`src/rtl/cbc_pkg.sv`:
```
`default_nettype none

package cbc_pkg;

  // Default configuration, handed to the top level parameters.
  localparam int SLOT_BITS_DEF  = 14;
  localparam int MAX_OPS_DEF    = 32;
  localparam int MAX_LINES_DEF  = 8;
  localparam int LINE_WORDS_DEF = 4;

  // Port field widths.
  localparam int FUNC_W   = 2;
  localparam int REGION_W = 3;
  localparam int PADDR_W  = 32;
  localparam int INSTR_W  = 32;
  localparam int KIND_W   = 3;
  localparam int SLOT_W   = 14;
  localparam int COUNT_W  = 6;
  localparam int INDEX_W  = 5;
  localparam int LINE_W   = 3;
  localparam int TOTAL_W  = 32;
  localparam int LIVE_W   = 15;

  // Cached address space: byte address, word address, page offset.
  localparam int ADDR_W = 23;
  localparam int WA_W   = ADDR_W - 2;
  localparam int PAGE_W = 12;

  // Request function codes.
  localparam logic [FUNC_W-1:0] FUNC_LOOKUP = 2'd0;
  localparam logic [FUNC_W-1:0] FUNC_WORD   = 2'd1;
  localparam logic [FUNC_W-1:0] FUNC_FLUSH  = 2'd2;

  localparam logic [REGION_W-1:0] REGION_UNCACHED = 3'd5;
  localparam logic [PADDR_W-1:0]  RAM_LIMIT       = 32'h0080_0000;

  // Classified commands passed from the front end to the back end.
  localparam int CMD_W = 3;
  localparam logic [CMD_W-1:0] CMD_BYPASS = 3'd0;
  localparam logic [CMD_W-1:0] CMD_LOOKUP = 3'd1;
  localparam logic [CMD_W-1:0] CMD_WORD   = 3'd2;
  localparam logic [CMD_W-1:0] CMD_FLUSH  = 3'd3;
  localparam logic [CMD_W-1:0] CMD_IGNORE = 3'd4;

  // Result kinds.
  localparam logic [KIND_W-1:0] KIND_BYPASS  = 3'd0;
  localparam logic [KIND_W-1:0] KIND_HIT     = 3'd1;
  localparam logic [KIND_W-1:0] KIND_MISS    = 3'd2;
  localparam logic [KIND_W-1:0] KIND_TAKEN   = 3'd3;
  localparam logic [KIND_W-1:0] KIND_REFUSED = 3'd4;
  localparam logic [KIND_W-1:0] KIND_FLUSHED = 3'd5;
  localparam logic [KIND_W-1:0] KIND_IGNORED = 3'd6;

  // Instruction fields that end a block.
  localparam logic [5:0] OPC_SPECIAL  = 6'h00;
  localparam logic [5:0] OPC_CLOSE_LO = 6'h01;
  localparam logic [5:0] OPC_CLOSE_HI = 6'h07;
  localparam logic [5:0] FN_JR        = 6'h08;
  localparam logic [5:0] FN_JALR      = 6'h09;
  localparam logic [5:0] FN_SYSCALL   = 6'h0C;
  localparam logic [5:0] FN_BREAK     = 6'h0D;

  // Depth of the command queue and of the result queue.
  localparam int QUEUE_DEPTH = 2;

  typedef struct packed {
    logic [CMD_W-1:0]  cmd;
    logic [ADDR_W-1:0] addr;
    logic [WA_W-1:0]   quo;
    logic              closes;
  } cbc_cmd_t;

  typedef struct packed {
    logic take;
    logic clearing;
  } cbc_stat_t;

  typedef struct packed {
    logic [KIND_W-1:0]  kind;
    logic [SLOT_W-1:0]  slot;
    logic [COUNT_W-1:0] op_count;
    logic [INDEX_W-1:0] op_index;
    logic [LINE_W-1:0]  line_grp;
    logic               new_line;
    logic               last;
    logic [TOTAL_W-1:0] built_total;
    logic [TOTAL_W-1:0] displaced_total;
    logic [LIVE_W-1:0]  live_total;
  } cbc_res_t;

endpackage

`default_nettype wire

```
`src/rtl/cbc_front.sv`:
```
`default_nettype none

module cbc_front #(
  parameter int LINE_WORDS = cbc_pkg::LINE_WORDS_DEF
) (
  input  wire logic                           clk,
  input  wire logic                           rst_n,
  input  wire logic                           push,
  output logic                                full,
  input  wire logic [cbc_pkg::FUNC_W-1:0]     func,
  input  wire logic [cbc_pkg::REGION_W-1:0]   region,
  input  wire logic [cbc_pkg::PADDR_W-1:0]    paddr,
  input  wire logic [cbc_pkg::INSTR_W-1:0]    instr,
  output logic                                cmd_valid,
  output cbc_pkg::cbc_cmd_t                   cmd,
  input  wire cbc_pkg::cbc_stat_t             stat
);

  localparam int DEPTH  = cbc_pkg::QUEUE_DEPTH;
  localparam int PTR_W  = (DEPTH > 1) ? $clog2(DEPTH) : 1;
  localparam int CNT_W  = $clog2(DEPTH + 1);
  localparam int ADDR_W = cbc_pkg::ADDR_W;
  localparam int WA_W   = cbc_pkg::WA_W;

  // Reciprocal of the line length; exact quotient for every word address.
  localparam int RECIP_SHIFT = WA_W + 5;
  localparam longint unsigned RECIP_L =
    ((64'd1 << RECIP_SHIFT) + 64'(LINE_WORDS) - 64'd1) / 64'(LINE_WORDS);
  localparam logic [RECIP_SHIFT:0] RECIP = RECIP_L[RECIP_SHIFT:0];
  localparam int PROD_W = WA_W + RECIP_SHIFT + 1;

  cbc_pkg::cbc_cmd_t  q_r [DEPTH];
  cbc_pkg::cbc_cmd_t  new_cmd;
  logic [CNT_W-1:0]   cnt_r, cnt_nxt;
  logic [PTR_W-1:0]   wr_ptr_r, wr_ptr_nxt;
  logic [PTR_W-1:0]   rd_ptr_r, rd_ptr_nxt;
  logic [PROD_W-1:0]  prod;
  logic               accept;

  // A branch, jump, syscall or break puts the next word in a delay slot.
  function automatic logic closes_block(input logic [cbc_pkg::INSTR_W-1:0] w);
    logic [5:0] op;
    logic [5:0] fn;
    op = w[31:26];
    fn = w[5:0];
    if (op >= cbc_pkg::OPC_CLOSE_LO && op <= cbc_pkg::OPC_CLOSE_HI) begin
      return 1'b1;
    end
    if (op == cbc_pkg::OPC_SPECIAL) begin
      return fn == cbc_pkg::FN_JR || fn == cbc_pkg::FN_JALR ||
             fn == cbc_pkg::FN_SYSCALL || fn == cbc_pkg::FN_BREAK;
    end
    return 1'b0;
  endfunction

  // Classify the request and precompute the line quotient of its address.
  always_comb begin
    prod           = PROD_W'(paddr[ADDR_W-1:2]) * PROD_W'(RECIP);
    new_cmd.addr   = paddr[ADDR_W-1:0];
    new_cmd.quo    = prod[RECIP_SHIFT +: WA_W];
    new_cmd.closes = closes_block(instr);
    case (func)
      cbc_pkg::FUNC_LOOKUP: begin
        if (region == cbc_pkg::REGION_UNCACHED || paddr >= cbc_pkg::RAM_LIMIT) begin
          new_cmd.cmd = cbc_pkg::CMD_BYPASS;
        end else begin
          new_cmd.cmd = cbc_pkg::CMD_LOOKUP;
        end
      end
      cbc_pkg::FUNC_WORD:  new_cmd.cmd = cbc_pkg::CMD_WORD;
      cbc_pkg::FUNC_FLUSH: new_cmd.cmd = cbc_pkg::CMD_FLUSH;
      default:             new_cmd.cmd = cbc_pkg::CMD_IGNORE;
    endcase
  end

  // The queue refuses requests while the slot store is being cleared.
  assign full      = (cnt_r == CNT_W'(DEPTH)) || stat.clearing;
  assign accept    = push && !full;
  assign cmd_valid = (cnt_r != '0);
  assign cmd       = q_r[rd_ptr_r];

  // Queue pointers and fill count.
  always_comb begin
    wr_ptr_nxt = wr_ptr_r;
    rd_ptr_nxt = rd_ptr_r;
    cnt_nxt    = cnt_r;
    if (accept) begin
      wr_ptr_nxt = (wr_ptr_r == PTR_W'(DEPTH - 1)) ? '0 : wr_ptr_r + 1'b1;
    end
    if (stat.take) begin
      rd_ptr_nxt = (rd_ptr_r == PTR_W'(DEPTH - 1)) ? '0 : rd_ptr_r + 1'b1;
    end
    if (accept && !stat.take) begin
      cnt_nxt = cnt_r + 1'b1;
    end else if (!accept && stat.take) begin
      cnt_nxt = cnt_r - 1'b1;
    end
  end

  always_ff @(posedge clk) begin
    if (!rst_n) begin
      cnt_r    <= '0;
      wr_ptr_r <= '0;
      rd_ptr_r <= '0;
    end else begin
      cnt_r    <= cnt_nxt;
      wr_ptr_r <= wr_ptr_nxt;
      rd_ptr_r <= rd_ptr_nxt;
    end
  end

  // Queue storage.
  always_ff @(posedge clk) begin
    if (accept) begin
      q_r[wr_ptr_r] <= new_cmd;
    end
  end

endmodule

`default_nettype wire

```
`config.mk`:
```
export PLATFORM = sky130hd
export DESIGN_NAME = cbc_front
export DESIGN_NICKNAME = d
export VERILOG_FILES = /design/src/rtl/cbc_pkg.sv /design/src/rtl/cbc_front.sv
export SDC_FILE = /design/constraint.sdc
export NUM_CORES = 1
export LEC_CHECK = 0
export ABC_AREA = 1
export BUFFER_PORTS_ARGS = -buffer_cell sky130_fd_sc_hd__buf_4
export CORE_MARGIN = 2
export CORE_UTILIZATION = 25
export CTS_CLUSTER_DIAMETER = 200
export DETAILED_ROUTE_END_ITERATION = 8
export MAX_ROUTING_LAYER = met4
export PLACE_DENSITY = 0.59
export SLEW_MARGIN = 10
export SYNTH_ARGS = -nofsm -noshare
export SYNTH_HDL_FRONTEND = slang
export SYNTH_SLANG_ARGS = --single-unit
```
`constraint.sdc`:
```
create_clock -name clk -period 2.5 [get_ports clk]
set_clock_uncertainty 0.15 [all_clocks]
set_input_delay 0.125 -clock clk [delete_from_list [all_inputs] [get_ports clk]]
set_output_delay 0.125 -clock clk [all_outputs]
set_load 0.02 [all_outputs]
```
==> metrics <==
worst hold path endpoint=wr_ptr_r; maxcap violations=0; Hold Path Origin=push; Top FF cell, synth=edfxtp_1; RSZ-0062 raised after global routing=no; via count=1677; Initial DRC Count=35; # setup viols final=0; CP Max Fanout=17; syn avg cell area=15.3 um2; # nets final=366; Synth Instances=approximately 170; f_max=514 MHz; fin crit share=about 80%; Logic pwr share=roughly 18%; Max clock buf depth=2; worst path arrival time=1.67 ns; DIE WIDTH=106 um; largest net degree at the start of global routing=18; # clock sinks=59; total track usage=9.34%; Placement Setup Slack=0.881 ns; status=finished clean; CP Data Required Time=2.23 ns; crit end category=output pin; placer's final routability congestion estimate=0.665; Synth Register Bits=59; Die Span Y=between 100 and 150 um; dpl hpwl=3420 um; Yosys Warn Count=0; H-tree levels=3; reg2reg setup slack=between 0.8 and 0.9 ns; drt drc=0; Layout area overhead=48.7%; first-pass detailed-route iteration total=4; sequential fraction of design power=45.9%; Hold WC Path Type=primary input to flip-flop; Critical Path Source Type=flip-flop; CP Class=flip-flop to output pin; Remaining Overflow, GRT=0; Initial Util=25.3%; Synth top area share=62.9%; first-pass GRT wire length=approximately 7600 um; worst r2r dst=cnt_r[1]; final hold vios=0; most instantiated cells after synthesis=edfxtp_1, buf_4, mux2_4; asr flop ratio synth=0%; Clock transition at path regs=0.06 ns; Ant. Diodes=0; Sw Share=23.3%; worst vdd ir=0.243 mV; post-cts gate resize count=0; Seq/Total Area, Yosys=~67%; cell with the most instances after synthesis=edfxtp_1; Slew Limit Fails=0; post-synth top area cell=edfxtp_1; Clk Latency, worst-skew pair=0.33 ns; Clock Power Share=36.4%; routed vias/inst=between 3 and 4; Tmin final=a little under 2 ns; CTS tree=built; antenna viol nets, final=0; EDFF count, synth=54; PwrDens=roughly 650 nW/um2; TritonCTS Buffers=9; Final TNS setup=0 ns; share of cells above drive strength 1=49.7%; leakage=0.00162 uW; initial antenna violation count=0; wirelength, routed=4920 um; CTS Root Cell=clkbuf_8; I/O Pins=between 100 and 150; r2r startpoint=cnt_r[0]; Rows=37; Synth Cell Area=2580 um2; Die Area=~11000 um2; routed len/inst=11.4 um; I/O Buffers=99; hold path depth=4; internal power=1910 uW; final worst slack=0.554 ns; Synth cell types=19; cells taking the most area after synthesis=edfxtp_1, mux2_4, buf_4; vias in the first global route=roughly 1700; NetSw=582 uW; CORE AREA=10200 um2; reg2reg path depth=10
-- metrics by stage --
step / std cells / power (uW) / util (%) / area (um2) / hold slack [ns]
finish: 430 / 2490 / 37.6 / 3830 / 0.0255
global route: 430 / 2610 / 37.6 / 3830 / 0.0285
global placement: 386 / 1570 / 32.9 / 3350 / 0.161
CTS: 430 / 2540 / 37.6 / 3830 / 0.00223
detailed placement: 386 / 1580 / 32.9 / 3350 / 0.163
floorplan: 170 / 1420 / - / 2580 / 0.0739
-- layout by cell type (no fill, tap or decap), types with 2 or more instances in the layout --
cell	n
clkinv_1	2
inv_1	13
conb_1	2
ha_1	3
bufinv_16	2
edfxtp_1	54
nand3_1	2
nand2_1	16
mux2_2	7
mux2_4	20
clkbuf_8	9
nand4_1	2
dlygate4sd3_1	28
dfxtp_1	4
o21ai_0	2
nor2_1	14
nor3_1	2
buf_4	103
-- worst max path at each step --
stage / from / to / slack [ns] / cells past startpoint
after floorplan: cnt_r[0] / q_r[0][0] / 0.21 / 4
after global placement: flip-flop / cmd[37] / 0.89 / 3
after detailed placement: flip-flop / cmd[12] / 0.88 / 3
after CTS: flip-flop / cmd[12] / 0.51 / 3
after global routing: flip-flop / cmd[4] / 0.46 / 3
final: flip-flop / cmd[3] / 0.55 / 3
-- kinds of logic after synthesis --
logic type | count (synthesis) | share of synthesized area, %
simple gates | 38 | 6.07
mux | 27 | 14.7
buf+inv | 37 | 10.0
flops | 59 | 66.8
compound gates | 4 | 0.873
other cells | 1 | 0.145
fa+ha+maj | 3 | 1.46
-- critical path, stage by stage (launching register included) --
cell,delay [ns]
dfxtp_2,0.57
buf_12,0.23
mux2_2,0.36
buf_4,0.16
-- power groups by stage --
stage	Sequential, uW	Clock (uW)	Combinational [uW]
floorplan	1160	0	266
detailed placement	1170	0	409
finish	1150	909	440
CTS	1150	951	445
global placement	1170	0	406
global route	1150	989	473
-- state kept, by name, indices dropped and copies added (netlist names), named ones only --
| signal | flops |
|---|---|
| cnt_r | 2 |
| q_r | 54 |
| rd_ptr_r | 1 |
| wr_ptr_r | 1 |
-- metal layers --
metal	up-vias	track usage, %	share of wire, %
met4	0	4.79	1.3
met5	-	-	0
met1	785	9.69	40
li1	809	-	-
met2	75	15.7	52
met3	8	3.28	6.9
-- layout make-up --
class | instances | area, um2
clock buffer | 10 | 128
clock inverter | 6 | 80.1
sequential | 59 | 1720
fill | 1011 | 6350
timing repair buffer | 132 | 1070
multi-input combinational | 74 | 611
inverter | 13 | 48.8
tap | 136 | 170
-- repair_timing --
action / in CTS / in global routing
endpoints found under the hold margin: 55 / 0
hold buffers: 28 / 0
setup buffers: 0 / 0
Note: power is estimated with default switching activity, not from simulation.
