### src/rtl/cbc_pkg.sv
`default_nettype none

package cbc_pkg;

  // Default configuration, handed to the top level parameters.
  localparam int SLOT_BITS_DEF  = 14;
  localparam int MAX_OPS_DEF    = 32;
  localparam int MAX_LINES_DEF  = 8;
  localparam int LINE_WORDS_DEF = 4;

  // Port field widths.
  localparam int FUNC_W   = 2;
  localparam int REGION_W = 3;
  localparam int PADDR_W  = 32;
  localparam int INSTR_W  = 32;
  localparam int KIND_W   = 3;
  localparam int SLOT_W   = 14;
  localparam int COUNT_W  = 6;
  localparam int INDEX_W  = 5;
  localparam int LINE_W   = 3;
  localparam int TOTAL_W  = 32;
  localparam int LIVE_W   = 15;

  // Cached address space: byte address, word address, page offset.
  localparam int ADDR_W = 23;
  localparam int WA_W   = ADDR_W - 2;
  localparam int PAGE_W = 12;

  // Request function codes.
  localparam logic [FUNC_W-1:0] FUNC_LOOKUP = 2'd0;
  localparam logic [FUNC_W-1:0] FUNC_WORD   = 2'd1;
  localparam logic [FUNC_W-1:0] FUNC_FLUSH  = 2'd2;

  localparam logic [REGION_W-1:0] REGION_UNCACHED = 3'd5;
  localparam logic [PADDR_W-1:0]  RAM_LIMIT       = 32'h0080_0000;

  // Classified commands passed from the front end to the back end.
  localparam int CMD_W = 3;
  localparam logic [CMD_W-1:0] CMD_BYPASS = 3'd0;
  localparam logic [CMD_W-1:0] CMD_LOOKUP = 3'd1;
  localparam logic [CMD_W-1:0] CMD_WORD   = 3'd2;
  localparam logic [CMD_W-1:0] CMD_FLUSH  = 3'd3;
  localparam logic [CMD_W-1:0] CMD_IGNORE = 3'd4;

  // Result kinds.
  localparam logic [KIND_W-1:0] KIND_BYPASS  = 3'd0;
  localparam logic [KIND_W-1:0] KIND_HIT     = 3'd1;
  localparam logic [KIND_W-1:0] KIND_MISS    = 3'd2;
  localparam logic [KIND_W-1:0] KIND_TAKEN   = 3'd3;
  localparam logic [KIND_W-1:0] KIND_REFUSED = 3'd4;
  localparam logic [KIND_W-1:0] KIND_FLUSHED = 3'd5;
  localparam logic [KIND_W-1:0] KIND_IGNORED = 3'd6;

  // Instruction fields that end a block.
  localparam logic [5:0] OPC_SPECIAL  = 6'h00;
  localparam logic [5:0] OPC_CLOSE_LO = 6'h01;
  localparam logic [5:0] OPC_CLOSE_HI = 6'h07;
  localparam logic [5:0] FN_JR        = 6'h08;
  localparam logic [5:0] FN_JALR      = 6'h09;
  localparam logic [5:0] FN_SYSCALL   = 6'h0C;
  localparam logic [5:0] FN_BREAK     = 6'h0D;

  // Depth of the command queue and of the result queue.
  localparam int QUEUE_DEPTH = 2;

  typedef struct packed {
    logic [CMD_W-1:0]  cmd;
    logic [ADDR_W-1:0] addr;
    logic [WA_W-1:0]   quo;
    logic              closes;
  } cbc_cmd_t;

  typedef struct packed {
    logic take;
    logic clearing;
  } cbc_stat_t;

  typedef struct packed {
    logic [KIND_W-1:0]  kind;
    logic [SLOT_W-1:0]  slot;
    logic [COUNT_W-1:0] op_count;
    logic [INDEX_W-1:0] op_index;
    logic [LINE_W-1:0]  line_grp;
    logic               new_line;
    logic               last;
    logic [TOTAL_W-1:0] built_total;
    logic [TOTAL_W-1:0] displaced_total;
    logic [LIVE_W-1:0]  live_total;
  } cbc_res_t;

endpackage

`default_nettype wire

### src/rtl/cbc_out_q.sv
`default_nettype none

module cbc_out_q (
  input  wire logic              clk,
  input  wire logic              rst_n,
  input  wire logic              wr_en,
  input  wire cbc_pkg::cbc_res_t wr_data,
  output logic                   space,
  output logic                   empty,
  input  wire logic              pop,
  output cbc_pkg::cbc_res_t      rd_data
);

  localparam int DEPTH = cbc_pkg::QUEUE_DEPTH;
  localparam int PTR_W = (DEPTH > 1) ? $clog2(DEPTH) : 1;
  localparam int CNT_W = $clog2(DEPTH + 1);

  cbc_pkg::cbc_res_t q_r [DEPTH];
  logic [CNT_W-1:0]  cnt_r, cnt_nxt;
  logic [PTR_W-1:0]  wr_ptr_r, wr_ptr_nxt;
  logic [PTR_W-1:0]  rd_ptr_r, rd_ptr_nxt;
  logic              do_pop;

  assign space   = (cnt_r != CNT_W'(DEPTH));
  assign empty   = (cnt_r == '0);
  assign do_pop  = pop && !empty;
  assign rd_data = q_r[rd_ptr_r];

  // Pointers and fill count.
  always_comb begin
    wr_ptr_nxt = wr_ptr_r;
    rd_ptr_nxt = rd_ptr_r;
    cnt_nxt    = cnt_r;
    if (wr_en) begin
      wr_ptr_nxt = (wr_ptr_r == PTR_W'(DEPTH - 1)) ? '0 : wr_ptr_r + 1'b1;
    end
    if (do_pop) begin
      rd_ptr_nxt = (rd_ptr_r == PTR_W'(DEPTH - 1)) ? '0 : rd_ptr_r + 1'b1;
    end
    if (wr_en && !do_pop) begin
      cnt_nxt = cnt_r + 1'b1;
    end else if (!wr_en && do_pop) begin
      cnt_nxt = cnt_r - 1'b1;
    end
  end

  always_ff @(posedge clk) begin
    if (!rst_n) begin
      cnt_r    <= '0;
      wr_ptr_r <= '0;
      rd_ptr_r <= '0;
    end else begin
      cnt_r    <= cnt_nxt;
      wr_ptr_r <= wr_ptr_nxt;
      rd_ptr_r <= rd_ptr_nxt;
    end
  end

  // Result storage.
  always_ff @(posedge clk) begin
    if (wr_en) begin
      q_r[wr_ptr_r] <= wr_data;
    end
  end

endmodule

`default_nettype wire
### config.mk
export PLATFORM = sky130hd
export DESIGN_NAME = cbc_out_q
export DESIGN_NICKNAME = d
export VERILOG_FILES = /design/src/rtl/cbc_pkg.sv /design/src/rtl/cbc_out_q.sv
export SDC_FILE = /design/constraint.sdc
export NUM_CORES = 1
export LEC_CHECK = 0
export ABC_CLOCK_PERIOD_IN_PS = 8900
export BUFFER_PORTS_ARGS = -buffer_cell sky130_fd_sc_hd__buf_2
export CAP_MARGIN = 20
export CORE_UTILIZATION = 52
export CTS_CLUSTER_DIAMETER = 80
export DETAILED_ROUTE_END_ITERATION = 12
export GPL_ROUTABILITY_DRIVEN = 1
export PLACE_DENSITY_LB_ADDON = 0.3
export SLEW_MARGIN = 20
export SYNTH_ARGS = -nofsm -noshare
export SYNTH_HDL_FRONTEND = slang
export SYNTH_SLANG_ARGS = --single-unit
### constraint.sdc
create_clock -name clk -period 8.9 [get_ports clk]
set_clock_uncertainty 0.05 [all_clocks]
set_input_delay 1.78 -clock clk [delete_from_list [all_inputs] [get_ports clk]]
set_output_delay 1.78 -clock clk [all_outputs]
set_load 0.01 [all_outputs]
==> metrics.csv, run 1 <==
stage,metric,value,unit
status,status,completed,
clocking,"Setup Fix Bufs, Post-CTS",0,
floorplan,Die Y,128,um
clocking,H-tree depth,1,
min_path,sink of the worst hold path,cnt_r[1]$_SDFFE_PN0P_,
clocking,CTS Buf Count,24,
floorplan,core area,15400,um2
pwr,power per standard cell area,270,nW/um2
final_layout,layout net count,734,
worst_setup_path,r2r worst-path depth,2,
grt,largest net degree at the start of global routing,88,
synth,post-synthesis sequential area ratio,82.1,%
timing,actual slew at the worst max-slew pin,882,ps
placed_design,Port Buffers,229,
clocking,CTS tree,built,
grt,initial antenna violation count,1,
timing,final setup violation count,0,
clocking,Clock Latency Late Sink,500,ps
clocking,Clock Path Buffers,3,
placed_design,routability cong.,0.699,
timing,setup ws final,4660,ps
grt,first-pass GRT wire length,22.4,mm
synth,syn_nets,487,
detailed_routing,Final ANT Viol Nets,0,
min_path,Worst Hold Class,reg2reg,
grt,vias in the first global route,4394,
timing,fin crit period,4240,ps
grt,GRT Total Usage,17.8,%
floorplan,die span in x,128,um
synth,Seq cells post-synth,229,
clocking,quantity of hold-fixing buffers added after cts,0,
pwr,Gate power share,20.4,%
final_layout,fraction of layout cells with a size suffix above 1,60.7,%
min_path,hold path cells,2,
floorplan,Row Count,45,
synth,synthesized area,8320,um2
worst_setup_path,endpoint class of the critical path,output pin,
timing,endpoints failing hold,0,
timing,unrepaired setup endpoints after global routing,no,
pwr,Net Sw Frac,24.8,%
final_layout,design area,10400,um2
placed_design,DP HPWL,9.63,mm
job,Max Cap Viol,0,
final_layout,final core occ,67.6,%
clocking,clock sink total,229,
pwr,net switching power,0.697,mW
placed_design,DP Area,9660,um2
detailed_routing,drt wl/cell,17.8,um
clocking,Post-CTS Resized,0,
grt,total congestion overflow,0,
worst_setup_path,Critical Path Fanout Max,87,
detailed_routing,Detailed Route WL,15.0,mm
worst_setup_path,critical path type,reg2out,
pwr,Max VDD drop,195,uV
placed_design,post-placement setup slack,4910,ps
timing,slew margin rel.,41.2,%
floorplan,starting density of the core,53.9,%
synth,Synth Instances,370,
placed_design,placed cell count,802,
final_layout,# diodes,0,
final_layout,final cell count without fillers,845,
clocking,CTS root buf,clkbuf_16,
worst_setup_path,reg2reg end,q_r[1][57]$_DFFE_PP_,
worst_setup_path,CP required,7070,ps
floorplan,Ports,230,
pwr,Seq pwr share,46.0,%
worst_setup_path,reg-to-reg startpoint,wr_ptr_r$_SDFFE_PN0P_,
timing,max-slew violation count,0,
timing,fin crit share,47.6,%
detailed_routing,routed vias/inst,5.07,
timing,Max Freq,0.236,GHz
synth,Synth warnings,0,
min_path,worst hold start,cnt_r[1]$_SDFFE_PN0P_,
synth,synthesized area per cell,22.5,um2
detailed_routing,Vias,4285,
pwr,Int Pwr,2.12,mW
detailed_routing,Initial DRT Pass Iterations,4,
worst_setup_path,CP Launch Type,flop,
worst_setup_path,crit path DAT,2410,ps
timing,setup TNS,0,ps
clocking,Worst-path clk slew,60,ps
pwr,Leak,3.91,nW
detailed_routing,1st-iter DRT viols,289,
detailed_routing,Post-route DRC,0,
synth,Netlist cell types,18,
floorplan,die area,16500,um2
pwr,clock share of power,33.7,%
final_layout,Area Overhead vs Synth,25.4,%
worst_setup_path,flop2flop setup slack,6600,ps
==> critical path: stages (launching register included) <==
cell and delay (ps):
dfxtp_4 580, buf_6 620, mux2_2 420, buf_2 140
==> power by group through the flow <==
| stage | sequential, mW | combinational, mW | clock (mW) |
|---|---|---|---|
| final | 1.29 | 0.573 | 0.946 |
| after detailed placement | 1.32 | 0.577 | 0 |
| after floorplan | 1.30 | 0.410 | 0 |
| after global placement | 1.31 | 0.570 | 0 |
| after CTS | 1.29 | 0.582 | 0.968 |
| after global routing | 1.30 | 0.616 | 1.01 |
==> final cells by class <==
class	count	area (um2)
Timing Repair Buffer	233	1180
Tap cell	211	264
Multi-Input combinational cell	129	1390
Fill cell	1092	5000
Clock buffer	27	633
Sequential cell	229	6830
Clock inverter	16	131
==> cells by family after synthesis <==
group / Yosys count / share of synthesized area (%)
xor gates and xnor gates: 3 / 0.316
buffers and inverters: 12 / 1.35
muxes: 112 / 15.2
DFF: 229 / 82.1
adders and majority gates: 1 / 0.150
and+or+nand+nor: 9 / 0.647
AOI/OAI and AO/OA: 4 / 0.301
==> synthesized netlist by cell type <==
cell	instances	share of area, %
or3_1	1	0.075
nor2b_1	2	0.15
a21boi_1	1	0.090
xnor2_1	2	0.21
ha_1	1	0.15
nand2b_1	1	0.075
edfxtp_1	224	81
xor2_1	1	0.11
nor2_1	1	0.045
o21a_1	1	0.090
mux2_2	112	15
buf_4	1	0.090
o21ai_1	1	0.060
dfxtp_1	5	1.2
buf_6	8	1.1
buf_2	3	0.18
o21ai_0	1	0.060
and2_1	4	0.30
==> cells in the final DEF (no fill, tap or decap), types with 2 or more instances in the layout <==
cell	synthesis	final
and2_1	4	3
buf_2	3	229
buf_4	1	3
bufinv_16	0	2
clkbuf_1	0	2
clkbuf_16	0	25
clkinv_1	0	4
clkinv_2	0	9
dfxtp_1	5	4
edfxtp_1	224	224
mux2_2	112	112
xnor2_1	2	2
==> per-stage QoR <==
stage,power (mW),hold WS [ps]
3_5_place_dp,1.89,486
2_1_floorplan,1.71,433
3_3_place_gp,1.88,448
5_1_grt,2.93,536
6_report,2.81,509
4_1_cts,2.84,496
==> worst max-delay path by stage <==
stage | start | cells after the start | slack (ps) | endpoint
6_report | flop | 3 | 4660 | rd_data[71]
5_1_grt | flop | 3 | 4570 | rd_data[104]
4_1_cts | flop | 3 | 4380 | rd_data[107]
3_5_place_dp | flop | 3 | 4910 | rd_data[107]
3_3_place_gp | flop | 3 | 4930 | rd_data[107]
2_1_floorplan | wr_en | 1 | 1580 | q_r[0][0]$_DFFE_PP_
==> sequential cells by signal, summed over array words and instances (netlist names), named ones only <==
name / flops
wr_ptr_r: 1
cnt_r: 2
q_r: 224
rd_ptr_r: 1
==> routing by layer <==
metal  vias to the layer above  track usage (%)  part of all wire [%]
li1                       1972                -                     -
met1                      2102             22.3                    41
met2                       188             29.1                    47
met3                        23             6.78                    10
met4                         0             5.33                   2.0
met5                         -                0                     0
No activity file was read; power rests on OpenSTA's default activity.
==> inputs of run 2 (changes only) <==
--- a/config.mk
+++ b/config.mk
@@ -5,10 +5,10 @@
 export SDC_FILE = /design/constraint.sdc
 export NUM_CORES = 1
 export LEC_CHECK = 0
-export ABC_CLOCK_PERIOD_IN_PS = 8900
+export ABC_CLOCK_PERIOD_IN_PS = 3700
 export BUFFER_PORTS_ARGS = -buffer_cell sky130_fd_sc_hd__buf_2
 export CAP_MARGIN = 20
-export CORE_UTILIZATION = 52
+export CORE_UTILIZATION = 47
 export CTS_CLUSTER_DIAMETER = 80
 export DETAILED_ROUTE_END_ITERATION = 12
 export GPL_ROUTABILITY_DRIVEN = 1
==> constraint.sdc (replaced) <==
create_clock -name clk -period 3.7 [get_ports clk]
set_clock_uncertainty 0.05 [all_clocks]
set_input_delay 0.74 -clock clk [delete_from_list [all_inputs] [get_ports clk]]
set_output_delay 0.74 -clock clk [all_outputs]
set_load 0.01 [all_outputs]
==> run 2 against run 1 <==
  * Register-to-register slack worse by 4700 ps
  * Critical endpoint is now rd_data[48]
  * Die area rose by 10%
  * Critical path type unchanged
  * Clock power grew 130%
  * Count of clock-buffer cells in the layout is 2 lower
==> metrics.csv, run 2 (synthesis gave the netlist of run 1 again) <==
stage,metric,value,unit,change
floorplan,Row Count,48,,was 45
floorplan,core area,17300,um2,was 15400 um2
min_path,worst hold start,wr_data[71],,was cnt_r[1]$_SDFFE_PN0P_
grt,GRT Total Usage,16.0,%,was 17.8%
floorplan,Ports,230,,unchanged
grt,initial antenna violation count,1,,unchanged
worst_setup_path,flop2flop setup slack,1920,ps,was 6600 ps
worst_setup_path,Slowest Stage Delay on Critical Path,700,ps,was 620 ps
timing,max-slew violation count,0,,unchanged
pwr,Max VDD drop,423,uV,was 195 uV
worst_setup_path,Crit-path slowest cell,dfxtp_4,,was buf_6
grt,total congestion overflow,0,,unchanged
status,status,completed,,unchanged
pwr,Tot Pwr,6.71,mW,was 2.81 mW
grt,vias in the first global route,4377,,was 4394
timing,setup TNS,0,ps,unchanged
worst_setup_path,CP Launch Type,flop,,unchanged
clocking,"Setup Fix Bufs, Post-CTS",0,,unchanged
final_layout,Fill cells,1285,,was 1092
clocking,Clock Latency Late Sink,480,ps,was 500 ps
floorplan,die span in x,135,um,was 128 um
timing,final hold slack,387,ps,was 509 ps
min_path,Worst Hold Class,in2reg,,was reg2reg
final_layout,final core occ,60.5,%,was 67.6%
final_layout,biggest regs,"q_r x224, cnt_r x2",,unchanged
worst_setup_path,reg-to-reg startpoint,wr_ptr_r$_SDFFE_PN0P_,,unchanged
clocking,quantity of hold-fixing buffers added after cts,0,,unchanged
worst_setup_path,endpoint class of the critical path,output pin,,unchanged
timing,fin crit share,78.2,%,
detailed_routing,Vias,4229,,was 4285
timing,final setup violation count,0,,unchanged
timing,unrepaired setup endpoints after global routing,no,,unchanged
grt,largest net degree at the start of global routing,58,,was 88
placed_design,routability cong.,0.743,,was 0.699
placed_design,Port Buffers,229,,unchanged
timing,actual slew at the worst max-slew pin,803,ps,was 882 ps
pwr,power per standard cell area,641,nW/um2,was 270 nW/um2
worst_setup_path,crit path cell chain,buf_4 -> mux2_2 -> buf_2,,was buf_6 -> mux2_2 -> buf_2
final_layout,Largest Register,q_r,,unchanged
clocking,Post-CTS Resized,0,,unchanged
final_layout,Area Overhead vs Synth,25.7,%,was 25.4%
worst_setup_path,"delay-heaviest family, CP",flip-flops,,was buffers and inverters
placed_design,DP HPWL,9.85,mm,was 9.63 mm
timing,slew margin rel.,46.5,%,was 41.2%
floorplan,Die Y,135,um,was 128 um
worst_setup_path,crit path DAT,2100,ps,was 2410 ps
timing,Max Freq,0.346,GHz,
min_path,hold path cells,1,,was 2
worst_setup_path,critical path type,reg2out,,unchanged
detailed_routing,routed vias/inst,4.91,,was 5.07
clocking,Worst-path clk slew,60,ps,about the same
final_layout,fraction of layout cells with a size suffix above 1,60.0,%,was 60.7%
final_layout,max reg flops,224,,unchanged
clocking,CTS Buf Count,23,,was 24
detailed_routing,Post-route DRC,0,,unchanged
grt,first-pass GRT wire length,22.3,mm,was 22.4 mm
final_layout,layout net count,737,,was 734
final_layout,"commonest non-fill, non-tap cell in the layout",buf_2,,unchanged
pwr,Leak,3.90,nW,was 3.91 nW
worst_setup_path,Critical Path Fanout Max,39,,was 87
timing,endpoints failing hold,0,,unchanged
final_layout,"commonest cells after routing, fill and taps aside","buf_2, edfxtp_1, mux2_2",,unchanged
job,Max Cap Viol,0,,unchanged
floorplan,starting density of the core,48.1,%,was 53.9%
worst_setup_path,crit path buf inv count,2,,unchanged
worst_setup_path,CP required,2910,ps,was 7070 ps
clocking,clock sink total,229,,unchanged
clocking,H-tree depth,1,,unchanged
timing,fin crit period,2890,ps,
clocking,CTS root buf,clkbuf_16,,unchanged
floorplan,die area,18200,um2,was 16500 um2
detailed_routing,Detailed Route WL,15.0,mm,about the same
worst_setup_path,reg2reg end,q_r[1][0]$_DFFE_PP_,,was q_r[1][57]$_DFFE_PP_
detailed_routing,Initial DRT Pass Iterations,4,,unchanged
worst_setup_path,r2r worst-path depth,2,,unchanged
detailed_routing,1st-iter DRT viols,215,,was 289
detailed_routing,drt wl/cell,17.4,um,was 17.8 um
clocking,Clock Path Buffers,3,,unchanged
min_path,sink of the worst hold path,q_r[0][71]$_DFFE_PP_,,was cnt_r[1]$_SDFFE_PN0P_
clocking,CTS tree,built,,unchanged
detailed_routing,Final ANT Viol Nets,0,,unchanged
==> run 2: cell count changes in the layout (fill, tap and decap cells not counted) <==
cell | previous run | this run
buf_12 | 0 | 2
diode_2 | 0 | 2
bufinv_16 | 2 | 3
clkinv_2 | 9 | 3
inv_8 | 1 | 0
buf_6 | 1 | 0
clkbuf_16 | 25 | 23
buf_4 | 3 | 6
clkinv_1 | 4 | 9
==> run 2: stage by stage <==
stage	instances	setup slack, ps	area [um2]
after global placement	820	1300	9730
after global routing	860	672	10500
final	862	806	10500
after detailed placement	820	1280	9730
after CTS	860	750	10500
after floorplan	370	782	8330
==> run 2: per-layer routing <==
metal	vias up	part of all wire, %	global-route usage (%)
met1	2037	40	19.6
met5	-	0	0
met2	190	47	26.2
met3	30	11	5.67
met4	0	2.2	5.81
li1	1972	-	-
==> run 2: worst max path at each step <==
stage	depth (start not counted)	from	endpoint	slack (ps)
2_1_floorplan	1	wr_en	q_r[0][0]$_DFFE_PP_	780
3_3_place_gp	3	flop	rd_data[106]	1300
3_5_place_dp	3	flop	rd_data[48]	1280
4_1_cts	3	flop	rd_data[42]	750
5_1_grt	3	flop	rd_data[48]	670
6_report	3	flop	rd_data[48]	810
==> run 2: layout make-up <==
class	count	area [um2]	area share [%]
antenna	2	5.00	0.0479
clock buffer	25	583	5.57
clock inverter	15	139	1.33
multi-input combinational	129	1390	13.3
sequential	229	6830	65.3
tap	225	282	2.69
timing repair buffer	237	1230	11.8
==> run 2: power breakdown <==
group	internal, mW	total [mW]	leakage, nW	switching, mW
Clock	1.33	2.20	0.354	0.871
Sequential	3.02	3.13	2.14	0.113
Combinational	0.720	1.37	1.41	0.651
Total	5.07	6.71	3.90	1.63
==> inputs of run 3 (changes only) <==
--- a/config.mk
+++ b/config.mk
@@ -5,7 +5,7 @@
 export SDC_FILE = /design/constraint.sdc
 export NUM_CORES = 1
 export LEC_CHECK = 0
-export ABC_CLOCK_PERIOD_IN_PS = 3700
+export ABC_CLOCK_PERIOD_IN_PS = 2400
 export BUFFER_PORTS_ARGS = -buffer_cell sky130_fd_sc_hd__buf_2
 export CAP_MARGIN = 20
 export CORE_UTILIZATION = 47
==> constraint.sdc (replaced) <==
create_clock -name clk -period 2.4 [get_ports clk]
set_clock_uncertainty 0.05 [all_clocks]
set_input_delay 0.48 -clock clk [delete_from_list [all_inputs] [get_ports clk]]
set_output_delay 0.48 -clock clk [all_outputs]
set_load 0.01 [all_outputs]
==> run 3 against run 2 <==
  * Total power up 53%
  * Highest routed layer unchanged
  * Register-to-register slack worse by 1000 ps
  * Die area unchanged
  * Critical path type unchanged
  * Clock power up 45%
  * Sequential share of layout area down 0.40 points
  * Worst hold slack worse by 260 ps
==> metrics.csv, run 3 (synthesis gave the netlist of run 1 again) <==
stage,metric,value,unit,change
status,status,completed,,unchanged
min_path,Worst Hold Class,in2reg,,unchanged
pwr,power per standard cell area,977,nW/um2,was 641 nW/um2
final_layout,Largest Register,q_r,,unchanged
final_layout,"commonest cells after routing, fill and taps aside","buf_2, edfxtp_1, mux2_2",,unchanged
worst_setup_path,Critical Path Fanout Max,24,,was 39
timing,setup TNS,0,ps,unchanged
worst_setup_path,CP required,1870,ps,was 2910 ps
clocking,Clock Latency Late Sink,490,ps,was 480 ps
clocking,clock sink total,229,,unchanged
job,Max Cap Viol,0,,unchanged
final_layout,# diodes,0,,was 2
floorplan,die span in x,135,um,unchanged
clocking,CTS Buf Count,23,,unchanged
clocking,Worst-path clk slew,60,ps,about the same
final_layout,final cell count without fillers,865,,was 862
timing,max-slew violation count,0,,unchanged
final_layout,Area Overhead vs Synth,26.5,%,was 25.7%
grt,first-pass GRT wire length,22.1,mm,was 22.3 mm
worst_setup_path,Slowest Stage Delay on Critical Path,390,ps,was 700 ps
pwr,Leak,3.93,nW,was 3.90 nW
timing,Max Freq,0.438,GHz,
timing,final setup violation count,0,,unchanged
timing,actual slew at the worst max-slew pin,647,ps,was 803 ps
clocking,Clock Path Buffers,3,,unchanged
detailed_routing,1st-iter DRT viols,198,,was 215
worst_setup_path,endpoint class of the critical path,output pin,,unchanged
floorplan,starting density of the core,48.1,%,unchanged
timing,setup ws final,119,ps,was 806 ps
detailed_routing,Final ANT Viol Nets,0,,unchanged
worst_setup_path,"delay-heaviest family, CP",buffers and inverters,,was flip-flops
timing,endpoints failing hold,0,,unchanged
detailed_routing,drt wl/cell,17.3,um,was 17.4 um
placed_design,Port Buffers,229,,unchanged
pwr,Max VDD drop,582,uV,was 423 uV
timing,slew margin rel.,56.9,%,was 46.5%
floorplan,Die Y,135,um,unchanged
worst_setup_path,crit path DAT,1750,ps,was 2100 ps
placed_design,placed cell count,818,,was 820
placed_design,post-placement setup slack,527,ps,was 1280 ps
placed_design,DP HPWL,9.63,mm,was 9.85 mm
detailed_routing,Initial DRT Pass Iterations,4,,unchanged
grt,vias in the first global route,4312,,was 4377
detailed_routing,Post-route DRC,0,,unchanged
worst_setup_path,crit path buf inv count,3,,was 2
final_layout,max reg flops,224,,unchanged
final_layout,biggest regs,"q_r x224, cnt_r x2",,unchanged
detailed_routing,Vias,4217,,was 4229
timing,final hold slack,124,ps,was 387 ps
worst_setup_path,critical path type,reg2out,,unchanged
worst_setup_path,Crit-path slowest cell,dfxtp_4,,unchanged
floorplan,Ports,230,,unchanged
detailed_routing,Detailed Route WL,14.9,mm,was 15.0 mm
detailed_routing,routed vias/inst,4.88,,was 4.91
clocking,quantity of hold-fixing buffers added after cts,0,,unchanged
floorplan,die area,18200,um2,unchanged
clocking,H-tree depth,1,,unchanged
clocking,CTS tree,built,,unchanged
timing,fin crit period,2280,ps,
grt,GRT Total Usage,15.7,%,was 16.0%
final_layout,fraction of layout cells with a size suffix above 1,60.3,%,was 60.0%
grt,total congestion overflow,0,,unchanged
grt,largest net degree at the start of global routing,66,,was 58
timing,unrepaired setup endpoints after global routing,no,,unchanged
timing,fin crit share,95.1,%,
placed_design,routability cong.,0.733,,was 0.743
floorplan,Row Count,48,,unchanged
worst_setup_path,CP Launch Type,flop,,unchanged
grt,initial antenna violation count,0,,was 1
final_layout,layout net count,741,,was 737
floorplan,core area,17300,um2,unchanged
clocking,CTS root buf,clkbuf_16,,unchanged
worst_setup_path,crit path cell chain,buf_12 -> clkbuf_16 -> mux2_2 -> buf_2,,was buf_4 -> mux2_2 -> buf_2
final_layout,"commonest non-fill, non-tap cell in the layout",buf_2,,unchanged
final_layout,final core occ,60.8,%,was 60.5%
==> run 3: cell types whose count changed in the layout (fill, tap and decap cells not counted), moves of 3 or more <==
cell	before	now
clkbuf_8	0	3
clkinv_1	9	3
bufinv_16	3	0
clkbuf_1	2	8
==> run 3: final timing paths <==
kind,startpoint,end,slack (ps),cells after the start
max,flop,rd_data[12],120,4
min,wr_data[63],q_r[0][63]$_DFFE_PP_,120,1
max reg2reg,cnt_r[0]$_SDFFE_PN0P_,cnt_r[1]$_SDFFE_PN0P_,870,4
min reg2reg,cnt_r[1]$_SDFFE_PN0P_,cnt_r[1]$_SDFFE_PN0P_,470,2
==> run 3: report_power, final <==
group	switching, mW	internal [mW]
Sequential	0.0834	4.65
Combinational	1.13	1.24
Clock	1.33	1.85
==> run 3: layer usage <==
metal	vias to the layer above	wire, um	global-route usage (%)
met5	-	0	0
met4	0	252	4.68
met3	25	1350	4.58
met2	169	7230	26.5
met1	2045	6120	19.7
li1	1978	-	-
==> run 3: worst register-to-register path: stages, from the launching register on <==
cell	delay (ps)
dfxtp_1	350
o21ai_1	260
ha_1	320
or3_1	350
a21boi_1	140
==> run 3: final cells by class <==
type / count / area [um2]
clock inverter: 7 / 31.3
clock buffer: 34 / 647
tap: 225 / 282
timing repair buffer: 241 / 1340
multi-input combinational: 129 / 1390
fill: 1284 / 6770
sequential: 229 / 6830
==> run 3: repair_timing <==
| item | CTS | global route |
|---|---|---|
| buffers inserted | 0 | 5 |
| gates cloned | 0 | 1 |
| setup endpoints to repair | 16 | 97 |
| resized for setup | 0 | 2 |
==> run 3: per-stage QoR <==
stage / total power, mW / area (um2)
finish: 10.3 / 10500
global route: 10.7 / 10500
CTS: 10.3 / 10400
detailed placement: 7.06 / 9750
global placement: 7.02 / 9750
floorplan: 6.31 / 8330
